**src/rtl/core/mfes_pkg.sv**
```systemverilog
package mfes_pkg;

    localparam int MAX_PATTERN = 8;
    localparam int LEN_W       = 4;
    localparam int IDX_W       = $clog2(MAX_PATTERN);
    localparam int PAT_W       = 8 * MAX_PATTERN;
    localparam int MAX_RESULTS = 32;
    localparam int CNT_W       = $clog2(MAX_RESULTS + 1);
    localparam int QUEUE_DEPTH = 4;
    localparam int QPTR_W      = $clog2(QUEUE_DEPTH);
    localparam int QCNT_W      = $clog2(QUEUE_DEPTH + 1);

    // configuration register indexes
    localparam logic [1:0] CFG_FLAG_LEN   = 2'd0;
    localparam logic [1:0] CFG_FLAG_BYTES = 2'd1;
    localparam logic [1:0] CFG_ESC_LEN    = 2'd2;
    localparam logic [1:0] CFG_ESC_BYTES  = 2'd3;

    localparam logic [LEN_W-1:0] RST_FLAG_LEN   = 4'd4;
    localparam logic [PAT_W-1:0] RST_FLAG_BYTES = 64'h0000_0000_464C_4147;
    localparam logic [LEN_W-1:0] RST_ESC_LEN    = 4'd6;
    localparam logic [PAT_W-1:0] RST_ESC_BYTES  = 64'h0000_4553_4341_5045;

    // command carried with each input item
    localparam logic CMD_BYTE = 1'b0;
    localparam logic CMD_EOF  = 1'b1;

    typedef struct packed {
        logic       open;   // first item of a frame: start flag goes first
        logic       cmd;
        logic [7:0] data;
    } t_item;

    typedef struct packed {
        logic [LEN_W-1:0] flag_len;
        logic [PAT_W-1:0] flag_bytes;
        logic [LEN_W-1:0] esc_len;
        logic [PAT_W-1:0] esc_bytes;
    } t_cfg;

    typedef enum logic [2:0] {
        ST_IDLE,
        ST_START,
        ST_RESOLVE,
        ST_ESC,
        ST_PAT2,
        ST_END,
        ST_FIN
    } t_state;

    typedef enum logic [1:0] {
        MATCH_NO,
        MATCH_YES,
        MATCH_WAIT
    } t_match;

    typedef enum logic [2:0] {
        DEC_EMPTY,
        DEC_WAIT,
        DEC_ESC,
        DEC_FLAG,
        DEC_PASS
    } t_dec;

    function automatic logic [LEN_W-1:0] clamp_len(input logic [LEN_W-1:0] len);
        logic [LEN_W-1:0] r;
        r = len;
        if (len == '0) begin
            r = LEN_W'(1);
        end else if (len > LEN_W'(MAX_PATTERN)) begin
            r = LEN_W'(MAX_PATTERN);
        end
        return r;
    endfunction

    function automatic logic [7:0] pat_byte(input logic [PAT_W-1:0] bytes,
                                            input logic [IDX_W-1:0] i);
        return bytes[{i, 3'b000} +: 8];
    endfunction

endpackage

```
**src/rtl/core/mfes_front.sv**
```systemverilog
module mfes_front import mfes_pkg::*; (
    input  logic  i_clk,
    input  logic  i_rst_n,
    input  logic  i_valid,
    output logic  o_ready,
    input  logic  i_cmd,
    input  logic  [7:0] i_data,
    input  logic  i_q_full,
    output logic  o_push,
    output t_item o_item
);

    logic r_in_frame;
    logic n_in_frame;

    assign o_ready = !i_q_full;
    assign o_push  = i_valid && !i_q_full;

    // tag the first item of each frame
    assign o_item.open = !r_in_frame;
    assign o_item.cmd  = i_cmd;
    assign o_item.data = i_data;

    always_comb begin
        n_in_frame = r_in_frame;
        if (o_push) begin
            n_in_frame = (i_cmd == CMD_BYTE);
        end
    end

    always_ff @(posedge i_clk) begin
        if (!i_rst_n) begin
            r_in_frame <= 1'b0;
        end else begin
            r_in_frame <= n_in_frame;
        end
    end

endmodule

```
**src/rtl/core/mfes_queue.sv**
```systemverilog
module mfes_queue import mfes_pkg::*; (
    input  logic  i_clk,
    input  logic  i_rst_n,
    input  logic  i_push,
    input  t_item i_item,
    input  logic  i_pop,
    output t_item o_item,
    output logic  o_full,
    output logic  o_empty
);

    t_item              r_mem [QUEUE_DEPTH];
    logic [QPTR_W-1:0]  r_wr_ptr;
    logic [QPTR_W-1:0]  r_rd_ptr;
    logic [QCNT_W-1:0]  r_count;

    assign o_full  = (r_count == QCNT_W'(QUEUE_DEPTH));
    assign o_empty = (r_count == '0);
    assign o_item  = r_mem[r_rd_ptr];

    always_ff @(posedge i_clk) begin
        if (i_push) begin
            r_mem[r_wr_ptr] <= i_item;
        end
    end

    always_ff @(posedge i_clk) begin
        if (!i_rst_n) begin
            r_wr_ptr <= '0;
            r_rd_ptr <= '0;
            r_count  <= '0;
        end else begin
            if (i_push) begin
                r_wr_ptr <= r_wr_ptr + QPTR_W'(1);
            end
            if (i_pop) begin
                r_rd_ptr <= r_rd_ptr + QPTR_W'(1);
            end
            case ({i_push, i_pop})
                2'b10:   r_count <= r_count + QCNT_W'(1);
                2'b01:   r_count <= r_count - QCNT_W'(1);
                default: r_count <= r_count;
            endcase
        end
    end

endmodule

```
**src/rtl/core/mfes_back.sv**
```systemverilog
module mfes_back import mfes_pkg::*; (
    input  logic  i_clk,
    input  logic  i_rst_n,
    input  t_cfg  i_cfg,
    input  logic  i_q_empty,
    input  t_item i_q_item,
    output logic  o_q_pop,
    output logic  o_valid,
    input  logic  i_ready,
    output logic  [7:0] o_byte,
    output logic  o_done,
    output logic  o_last
);

    t_state             r_state;
    t_state             n_state;
    logic [IDX_W-1:0]   r_idx;
    logic [IDX_W-1:0]   n_idx;
    logic               r_pat2_flag;
    logic               n_pat2_flag;
    logic               r_cmd;
    logic [PAT_W-1:0]   r_win;
    logic [PAT_W-1:0]   n_win;
    logic [LEN_W-1:0]   r_fill;
    logic [LEN_W-1:0]   n_fill;
    logic [CNT_W-1:0]   r_cnt;
    logic               r_pend_valid;
    logic [7:0]         r_pend_byte;
    logic               r_out_valid;
    logic [7:0]         r_out_byte;
    logic               r_out_done;
    logic               r_out_last;

    logic [LEN_W-1:0]   flen;
    logic [LEN_W-1:0]   elen;
    logic [LEN_W-1:0]   len2;
    logic               e_mis;
    logic               f_mis;
    t_match             e_res;
    t_match             f_res;
    t_dec               dec;
    logic               emit;
    logic [7:0]         e_byte;
    logic               fin;
    logic               drop;
    logic [LEN_W-1:0]   drop_n;
    logic               keep;
    logic               release_pend;
    logic               out_free;
    logic               stall;
    logic               pop;
    logic               flag_last;
    logic               esc_last;
    logic               pat2_last;

    assign flen = clamp_len(i_cfg.flag_len);
    assign elen = clamp_len(i_cfg.esc_len);
    assign len2 = r_pat2_flag ? flen : elen;

    assign flag_last = (LEN_W'(r_idx) == flen - LEN_W'(1));
    assign esc_last  = (LEN_W'(r_idx) == elen - LEN_W'(1));
    assign pat2_last = (LEN_W'(r_idx) == len2 - LEN_W'(1));

    // compare the window head against both patterns, byte lanes in parallel
    always_comb begin
        e_mis = 1'b0;
        f_mis = 1'b0;
        for (int i = 0; i < MAX_PATTERN; i++) begin
            if (LEN_W'(i) < r_fill && LEN_W'(i) < elen
                    && r_win[8*i +: 8] != pat_byte(i_cfg.esc_bytes, IDX_W'(i))) begin
                e_mis = 1'b1;
            end
            if (LEN_W'(i) < r_fill && LEN_W'(i) < flen
                    && r_win[8*i +: 8] != pat_byte(i_cfg.flag_bytes, IDX_W'(i))) begin
                f_mis = 1'b1;
            end
        end
    end

    // at end of frame bytes still to come count as mismatches
    always_comb begin
        if (e_mis) begin
            e_res = MATCH_NO;
        end else if (r_fill >= elen) begin
            e_res = MATCH_YES;
        end else if (r_cmd == CMD_EOF) begin
            e_res = MATCH_NO;
        end else begin
            e_res = MATCH_WAIT;
        end
        if (f_mis) begin
            f_res = MATCH_NO;
        end else if (r_fill >= flen) begin
            f_res = MATCH_YES;
        end else if (r_cmd == CMD_EOF) begin
            f_res = MATCH_NO;
        end else begin
            f_res = MATCH_WAIT;
        end
    end

    // escape wins over flag at the same position
    always_comb begin
        if (r_fill == '0) begin
            dec = DEC_EMPTY;
        end else if (e_res == MATCH_WAIT) begin
            dec = DEC_WAIT;
        end else if (e_res == MATCH_YES) begin
            dec = DEC_ESC;
        end else if (f_res == MATCH_WAIT) begin
            dec = DEC_WAIT;
        end else if (f_res == MATCH_YES) begin
            dec = DEC_FLAG;
        end else begin
            dec = DEC_PASS;
        end
    end

    // sequencer outputs
    always_comb begin
        emit   = 1'b0;
        e_byte = '0;
        fin    = 1'b0;
        drop   = 1'b0;
        drop_n = LEN_W'(1);
        unique case (r_state)
            ST_IDLE: begin
            end
            ST_START, ST_END: begin
                emit   = 1'b1;
                e_byte = pat_byte(i_cfg.flag_bytes, r_idx);
            end
            ST_RESOLVE: begin
                unique case (dec)
                    DEC_EMPTY: begin
                        fin = (r_cmd == CMD_BYTE);
                    end
                    DEC_WAIT: begin
                        fin = 1'b1;
                    end
                    DEC_ESC: begin
                        emit   = 1'b1;
                        e_byte = pat_byte(i_cfg.esc_bytes, '0);
                        drop   = 1'b1;
                        drop_n = elen;
                    end
                    DEC_FLAG: begin
                        emit   = 1'b1;
                        e_byte = pat_byte(i_cfg.esc_bytes, '0);
                        drop   = 1'b1;
                        drop_n = flen;
                    end
                    DEC_PASS: begin
                        emit   = 1'b1;
                        e_byte = r_win[7:0];
                        drop   = 1'b1;
                    end
                    default: begin
                    end
                endcase
            end
            ST_ESC: begin
                emit   = 1'b1;
                e_byte = pat_byte(i_cfg.esc_bytes, r_idx);
            end
            ST_PAT2: begin
                emit   = 1'b1;
                e_byte = r_pat2_flag ? pat_byte(i_cfg.flag_bytes, r_idx)
                                     : pat_byte(i_cfg.esc_bytes, r_idx);
            end
            ST_FIN: begin
                fin = 1'b1;
            end
            default: begin
            end
        endcase
    end

    // results past the cap are dropped; the held byte then stays the last one
    assign keep         = emit && (r_cnt < CNT_W'(MAX_RESULTS));
    assign release_pend = r_pend_valid && (fin || keep);
    assign out_free     = !r_out_valid || i_ready;
    assign stall        = release_pend && !out_free;
    assign pop          = !i_q_empty && ((r_state == ST_IDLE) || (fin && !stall));
    assign o_q_pop      = pop;

    // next state
    always_comb begin
        n_state     = r_state;
        n_idx       = r_idx;
        n_pat2_flag = r_pat2_flag;
        unique case (r_state)
            ST_IDLE: begin
            end
            ST_START: begin
                if (flag_last) begin
                    n_state = ST_RESOLVE;
                    n_idx   = '0;
                end else begin
                    n_idx = r_idx + IDX_W'(1);
                end
            end
            ST_RESOLVE: begin
                unique case (dec)
                    DEC_EMPTY: begin
                        if (r_cmd == CMD_EOF) begin
                            n_state = ST_END;
                            n_idx   = '0;
                        end
                    end
                    DEC_ESC, DEC_FLAG: begin
                        n_pat2_flag = (dec == DEC_FLAG);
                        if (elen == LEN_W'(1)) begin
                            n_state = ST_PAT2;
                            n_idx   = '0;
                        end else begin
                            n_state = ST_ESC;
                            n_idx   = IDX_W'(1);
                        end
                    end
                    default: begin
                    end
                endcase
            end
            ST_ESC: begin
                if (esc_last) begin
                    n_state = ST_PAT2;
                    n_idx   = '0;
                end else begin
                    n_idx = r_idx + IDX_W'(1);
                end
            end
            ST_PAT2: begin
                if (pat2_last) begin
                    n_state = ST_RESOLVE;
                    n_idx   = '0;
                end else begin
                    n_idx = r_idx + IDX_W'(1);
                end
            end
            ST_END: begin
                if (flag_last) begin
                    n_state = ST_FIN;
                end else begin
                    n_idx = r_idx + IDX_W'(1);
                end
            end
            ST_FIN: begin
            end
            default: begin
                n_state = ST_IDLE;
            end
        endcase
        if (fin) begin
            n_state = ST_IDLE;
            n_idx   = '0;
        end
        if (pop) begin
            n_state = i_q_item.open ? ST_START : ST_RESOLVE;
            n_idx   = '0;
        end
    end

    // window: drop a resolved head, append a new byte at the tail
    always_comb begin
        n_win  = r_win;
        n_fill = r_fill;
        if (drop) begin
            n_win  = r_win >> {drop_n, 3'b000};
            n_fill = r_fill - drop_n;
        end
        if (pop && i_q_item.cmd == CMD_BYTE && !r_fill[LEN_W-1]) begin
            n_win[{r_fill[IDX_W-1:0], 3'b000} +: 8] = i_q_item.data;
            n_fill = r_fill + LEN_W'(1);
        end
    end

    always_ff @(posedge i_clk) begin
        if (!i_rst_n) begin
            r_state      <= ST_IDLE;
            r_idx        <= '0;
            r_fill       <= '0;
            r_cnt        <= '0;
            r_pend_valid <= 1'b0;
            r_out_valid  <= 1'b0;
        end else begin
            if (!stall) begin
                r_state <= n_state;
                r_idx   <= n_idx;
                r_fill  <= n_fill;
                if (fin) begin
                    r_cnt <= '0;
                end else if (keep) begin
                    r_cnt <= r_cnt + CNT_W'(1);
                end
                if (keep) begin
                    r_pend_valid <= 1'b1;
                end else if (fin) begin
                    r_pend_valid <= 1'b0;
                end
            end
            if (release_pend && !stall) begin
                r_out_valid <= 1'b1;
            end else if (i_ready) begin
                r_out_valid <= 1'b0;
            end
        end
    end

    always_ff @(posedge i_clk) begin
        if (!stall) begin
            r_win       <= n_win;
            r_pat2_flag <= n_pat2_flag;
            if (pop) begin
                r_cmd <= i_q_item.cmd;
            end
            if (keep) begin
                r_pend_byte <= e_byte;
            end
        end
        if (release_pend && !stall) begin
            r_out_byte <= r_pend_byte;
            r_out_last <= fin;
            r_out_done <= fin && (r_cmd == CMD_EOF);
        end
    end

    assign o_valid = r_out_valid;
    assign o_byte  = r_out_byte;
    assign o_done  = r_out_done;
    assign o_last  = r_out_last;

endmodule

```
**src/rtl/core/multibyte_flag_escape_stuffer_unit.sv**
```systemverilog
// A pass-through byte of an open frame is queued, enters the window, is held back as pending
//   result and is then registered at the output. One stuffed byte per cycle (dropped ones
//   too) unless the output stalls; the back end pops a new item only when idle or as it closes the last one.
// A 4-entry input queue lets the front keep taking items while an expansion is emitted.
// Reset (synchronous, active low): no frame open, empty window and queue, output idle,
//   registers back to a 4-byte "GALF" flag and a 6-byte "EPACSE" escape.
module multibyte_flag_escape_stuffer_unit import mfes_pkg::*; (
    input  logic        i_clk,
    input  logic        i_rst_n,
    // input stream
    input  logic        s_axis_tvalid,
    output logic        s_axis_tready,
    input  logic [7:0]  s_axis_tdata,   // [7:0] payload_byte
    input  logic        s_axis_tuser,   // [0] command
    // output stream
    output logic        m_axis_tvalid,
    input  logic        m_axis_tready,
    output logic [7:0]  m_axis_tdata,   // [7:0] out_byte
    output logic        m_axis_tuser,   // [0] frame_done
    output logic        m_axis_tlast,   // run_last
    // configuration writes
    input  logic        i_cfg_we,
    input  logic [1:0]  i_cfg_index,
    input  logic [63:0] i_cfg_wdata
);

    t_cfg  r_cfg;
    t_item front_item;
    t_item q_item;
    logic  q_full;
    logic  q_empty;
    logic  q_push;
    logic  q_pop;

    // Configuration registers: lengths keep their low nibble, clamping happens at use.
    always_ff @(posedge i_clk) begin
        if (!i_rst_n) begin
            r_cfg.flag_len   <= RST_FLAG_LEN;
            r_cfg.flag_bytes <= RST_FLAG_BYTES;
            r_cfg.esc_len    <= RST_ESC_LEN;
            r_cfg.esc_bytes  <= RST_ESC_BYTES;
        end else if (i_cfg_we) begin
            unique case (i_cfg_index)
                CFG_FLAG_LEN:   r_cfg.flag_len   <= i_cfg_wdata[LEN_W-1:0];
                CFG_FLAG_BYTES: r_cfg.flag_bytes <= i_cfg_wdata;
                CFG_ESC_LEN:    r_cfg.esc_len    <= i_cfg_wdata[LEN_W-1:0];
                CFG_ESC_BYTES:  r_cfg.esc_bytes  <= i_cfg_wdata;
                default: begin
                end
            endcase
        end
    end

    // Front: take transfers in and mark the opening item of each frame.
    mfes_front u_front (
        .i_clk    (i_clk),
        .i_rst_n  (i_rst_n),
        .i_valid  (s_axis_tvalid),
        .o_ready  (s_axis_tready),
        .i_cmd    (s_axis_tuser),
        .i_data   (s_axis_tdata),
        .i_q_full (q_full),
        .o_push   (q_push),
        .o_item   (front_item)
    );

    // Queue: decouple the front from the bursty back end.
    mfes_queue u_queue (
        .i_clk   (i_clk),
        .i_rst_n (i_rst_n),
        .i_push  (q_push),
        .i_item  (front_item),
        .i_pop   (q_pop),
        .o_item  (q_item),
        .o_full  (q_full),
        .o_empty (q_empty)
    );

    // Back: hold the lookahead window, resolve matches, emit flags and escapes.
    // One result byte is held back so the last byte of each item can be marked.
    mfes_back u_back (
        .i_clk     (i_clk),
        .i_rst_n   (i_rst_n),
        .i_cfg     (r_cfg),
        .i_q_empty (q_empty),
        .i_q_item  (q_item),
        .o_q_pop   (q_pop),
        .o_valid   (m_axis_tvalid),
        .i_ready   (m_axis_tready),
        .o_byte    (m_axis_tdata),
        .o_done    (m_axis_tuser),
        .o_last    (m_axis_tlast)
    );

endmodule
```
**config.mk**
```make
export PLATFORM = sky130hd
export DESIGN_NAME = multibyte_flag_escape_stuffer_unit
export DESIGN_NICKNAME = d
export VERILOG_FILES = /design/src/rtl/core/mfes_pkg.sv /design/src/rtl/core/mfes_front.sv /design/src/rtl/core/mfes_queue.sv /design/src/rtl/core/mfes_back.sv /design/src/rtl/core/multibyte_flag_escape_stuffer_unit.sv
export SDC_FILE = /design/constraint.sdc
export NUM_CORES = 1
export LEC_CHECK = 0
export BUFFER_PORTS_ARGS = -buffer_cell sky130_fd_sc_hd__buf_4
export CAP_MARGIN = 20
export CORE_MARGIN = 1
export CORE_UTILIZATION = 61
export CTS_CLUSTER_SIZE = 16
export DETAILED_ROUTE_END_ITERATION = 8
export GPL_ROUTABILITY_DRIVEN = 0
export PLACE_DENSITY = 0.78
export REMOVE_ABC_BUFFERS = 1
export SLEW_MARGIN = 25
export SYNTH_ARGS = -nofsm -noshare
export SYNTH_HDL_FRONTEND = slang
export SYNTH_SLANG_ARGS = --single-unit
```
**constraint.sdc**
```tcl
create_clock -name i_clk -period 10.4 [get_ports i_clk]
set_input_delay 2.08 -clock i_clk [delete_from_list [all_inputs] [get_ports i_clk]]
set_output_delay 2.08 -clock i_clk [all_outputs]
set_load 0.01 [all_outputs]
```
==> results.md <==
- Final Cycle Share: 62.0%
- Syn Inst Count: 1760
- Worst r2r dst: u_back.r_fill[3]
- Die span in x: ~170 um
- Worst skew pair latency: roughly 0.58 ns
- Post-synthesis mux area share: between 10% and 20%
- Finished Cell Area: roughly 0.018 mm^2
- CP endpoint: u_back.r_fill[3]
- CP Class: reg2reg
- DR WL/cell: between 20 and 25 um
- Yosys reg bits: 288
- Via density: 6.66
- Input/output buffers: 91
- Worst Setup Start Kind: register
- R2R setup slack: around 4 ns
- Worst r2r path cells: 16
- Post-layout util: roughly two thirds
- Antenna violations before repair: 1
- Actual slew at the worst max-slew pin: between 1 and 1.5 ns
- Share of cells above drive strength 1: a little over an eighth
- Post-synth EDFFs: between 100 and 150
- Area delta synth->final: 9.94%
- CTS max path bufs: 3
- Worst path slowest cell: and4_4
- TritonCTS Sinks: around 290
- Sequential share of power: 38.3%
- Sw Pwr: 1960 uW
- Post-cts resize count: 0
- Total Power: about 4800 uW
- Core area: 0.0269 mm^2
- Hold Crit Start: u_back.r_pend_byte[7]
- Final wirelength: around 50 mm
- Pre-CTS WS: between 4 and 5 ns
- Critical path launch point: u_back.r_win[39]
- Largest net degree at the start of global routing: between 60 and 70
- Adder-cell area share of the yosys netlist: approximately 2.8%
- Total setup buffers inserted after CTS: 0
- XOR/XNOR Fraction of Synth Area: 7.71%
- CP Data Arrival Time: roughly 7.0 ns
- TritonCTS clock tree: done
- Sum Neg Setup Slack: 0 ns
- Post-layout min period: ~6.4 ns
- P_int: between 2000 and 3000 uW
- CP Max Fanout: 60
- Post-synth cell types: between 70 and 80
- Slew headroom: 28.8%
- DR iter-0 viols: ~2100
- Drt first pass iters: 8
- Crit. End Element: register
- Hold-fix buffers at CTS: 0
- Die area: ~0.028 mm^2
- CTS Root Buffer Type: clkbuf_16
- Ant diodes: 0
- Nets@finish: 1883
- Congestion Overflow GR: 0
- Syn. warnings: 0
- H-Tree Depth: 1
- Peak supply drop: approximately 0.00015 V
- Initial Util: between 60 and 70%
- Most frequent cells in the layout: nand2_1 (348), a21oi_1 (165), dfxtp_1 (163)
- Max Clk Rate: between 150 and 200 MHz
- Avg Synthesized Cell Area: roughly 9.5 um^2
- # IOs: 92
- GRT Overall Usage: a little over a third
- CP cell instances: xor2_1 > nor4_1 > a2111oi_0 > or4_1 > or3_1 > o22ai_2 > and4_4 > ha_1 > nand2_1 > inv_1 > ha_1 > a21o_1 > a21oi_1 > mux2_2 > a21oi_1 > mux2i_1
- Sw frac: just over 40%
- Compound-Gate Fraction of Synth Area: 13.0%
- Maxcap violations: 0
- Clk pwr share: 22.5%
- Comb pwr share: about two fifths
- Detailed placement HPWL: between 30 and 40 mm
- Setup Viol. Count Final: 0
- Main synth FF type: dfxtp_1
- Post-Synth Simple-Gate Area: ~16%
- Die Y-Extent: ~170 um
- Via Count: 14200
- Mapped cell area: between 0.015 and 0.02 mm^2
- Final setup margin: between 3 and 4 ns
- First-pass GRT wire length: 77.6 mm
- R2R Path Start: u_back.r_win[39]
- Clk_skew: around 0.027 ns
- Hold WC Path Type: reg2reg
- Most common cell after layout, fill and taps aside: nand2_1
- Largest family of logic cells by synthesized area: simple AND/OR/NAND/NOR gates
- Final Max Tran Viols: 0
- Inserted Clock Buffers: 30
- Antenna-violating nets left: 0
- Unrepaired setup endpoints after global routing: false
- Max stage delay on crit path: slightly above 1 ns
- Power Density: 261 mW/mm^2
- Worst Hold Path Cells: 0
- Cell Rows: 60
- Placed cell area: approximately 0.017 mm^2
- Worst EP required: between 10 and 15 ns
- DRC Markers: 0
- Final Hold Viols: 0
- Synth async-reset ratio: 0%
- Status: finished clean
- Vias in the first global route: roughly 13000
- Worst-path clk slew: around 0.070 ns
- Static Leak: roughly 0.0067 uW
- Part of the Yosys area used for sequential elements: between 40% and 50%
## synthesized netlist by cell type, types with 8 or more instances
cell type  count  area [um^2]
a22oi_1       21          158
nor2_1        81          304
clkbuf_1      97          364
nand2_1      349         1310
nand4_1       16          100
a222oi_1       8         80.1
ha_1          34          425
nand3_1       43          215
mux2_2        11          124
a21oi_1      165          826
o211ai_1      14          105
mux4_2        40          901
a21o_1        11         82.6
xnor2_1       48          420
nor3_1        15         75.1
mux2_1         9          101
dfxtp_1      164         3280
o21ai_1       19         95.1
buf_1         13         48.8
o21ai_0       18         90.1
edfxtp_1     124         3720
nor4_1        36          225
xor2_1        99          867
inv_1         32          120
and3_1         9         56.3
a211oi_1       8         60.1
a221o_1       15          150
mux2i_1      121         1210
o22ai_1       19          119
nand2b_1      12         75.1
## power groups by stage
stage	Clock, uW	Combinational (uW)	Sequential (uW)
after CTS	1080	1830	1810
final	1080	1890	1840
after global placement	0	1750	1820
after floorplan	0	1270	1750
after detailed placement	0	1810	1840
after global routing	1120	2020	1860
## per-stage QoR
| stage | hold WS [ns] | cells |
|---|---|---|
| after detailed placement | 0.408 | 2076 |
| after floorplan | 0.400 | 1626 |
| final | 0.419 | 2132 |
| after CTS | 0.420 | 2132 |
| after global placement | 0.402 | 2076 |
| after global routing | 0.428 | 2132 |
## metal layers
| metal | wire (um) | share of wire, % | track usage (%) |
|---|---|---|---|
| met1 | 19600 | 39 | 48.9 |
| met2 | 21900 | 44 | 53.5 |
| met3 | 6180 | 12 | 8.51 |
| met4 | 2550 | 5.1 | 16.3 |
| met5 | 0 | 0 | 0 |
## worst max-delay path: cells and delay by family (launching register included)
family          cells  cell delay, ns
simple gates        5            2.98
flops               1            0.50
buf+inv             1            0.08
compound gates      5            1.40
mux                 2            0.54
xor+xnor            1            0.18
fa+ha+maj           2            0.67
## final cells by class
| class | count | area [um^2] |
|---|---|---|
| flip-flops and latches | 288 | 7010 |
| fillers | 2087 | 8510 |
| repair buffers | 109 | 818 |
| inverters | 34 | 129 |
| clock buffers | 40 | 831 |
| multi-input cells | 1304 | 9010 |
| well taps | 341 | 427 |
| clock inverters | 16 | 149 |
## registers in the layout, indices dropped and copies added, names as in the netlist, 2 cells and up, named ones only
name and count:
u_back.r_win 64, u_queue.r_mem 40, u_queue.r_rd_ptr 2, u_back.r_cnt 6, u_queue.r_count 3, u_back.o_byte 8
u_back.r_pend_byte 8, r_cfg 136, u_queue.r_wr_ptr 2, u_back.r_idx 3, u_back.r_state 3, u_back.r_fill 4
## worst min path at each step
stage                            end  slack [ns]
global placement    u_back.o_byte[2]        0.40
CTS                 u_back.o_byte[7]        0.42
floorplan           u_back.o_byte[0]        0.40
global route        u_back.o_byte[3]        0.43
detailed placement  u_back.o_byte[3]        0.41
finish              u_back.o_byte[7]        0.42
## logic make-up after synthesis
group / Yosys count
compound gates: 341
xor+xnor: 147
fa+ha+maj: 36
buf+inv: 168
flops: 288
mux: 182
simple gates: 598
Power figures use the tool's default switching activity.
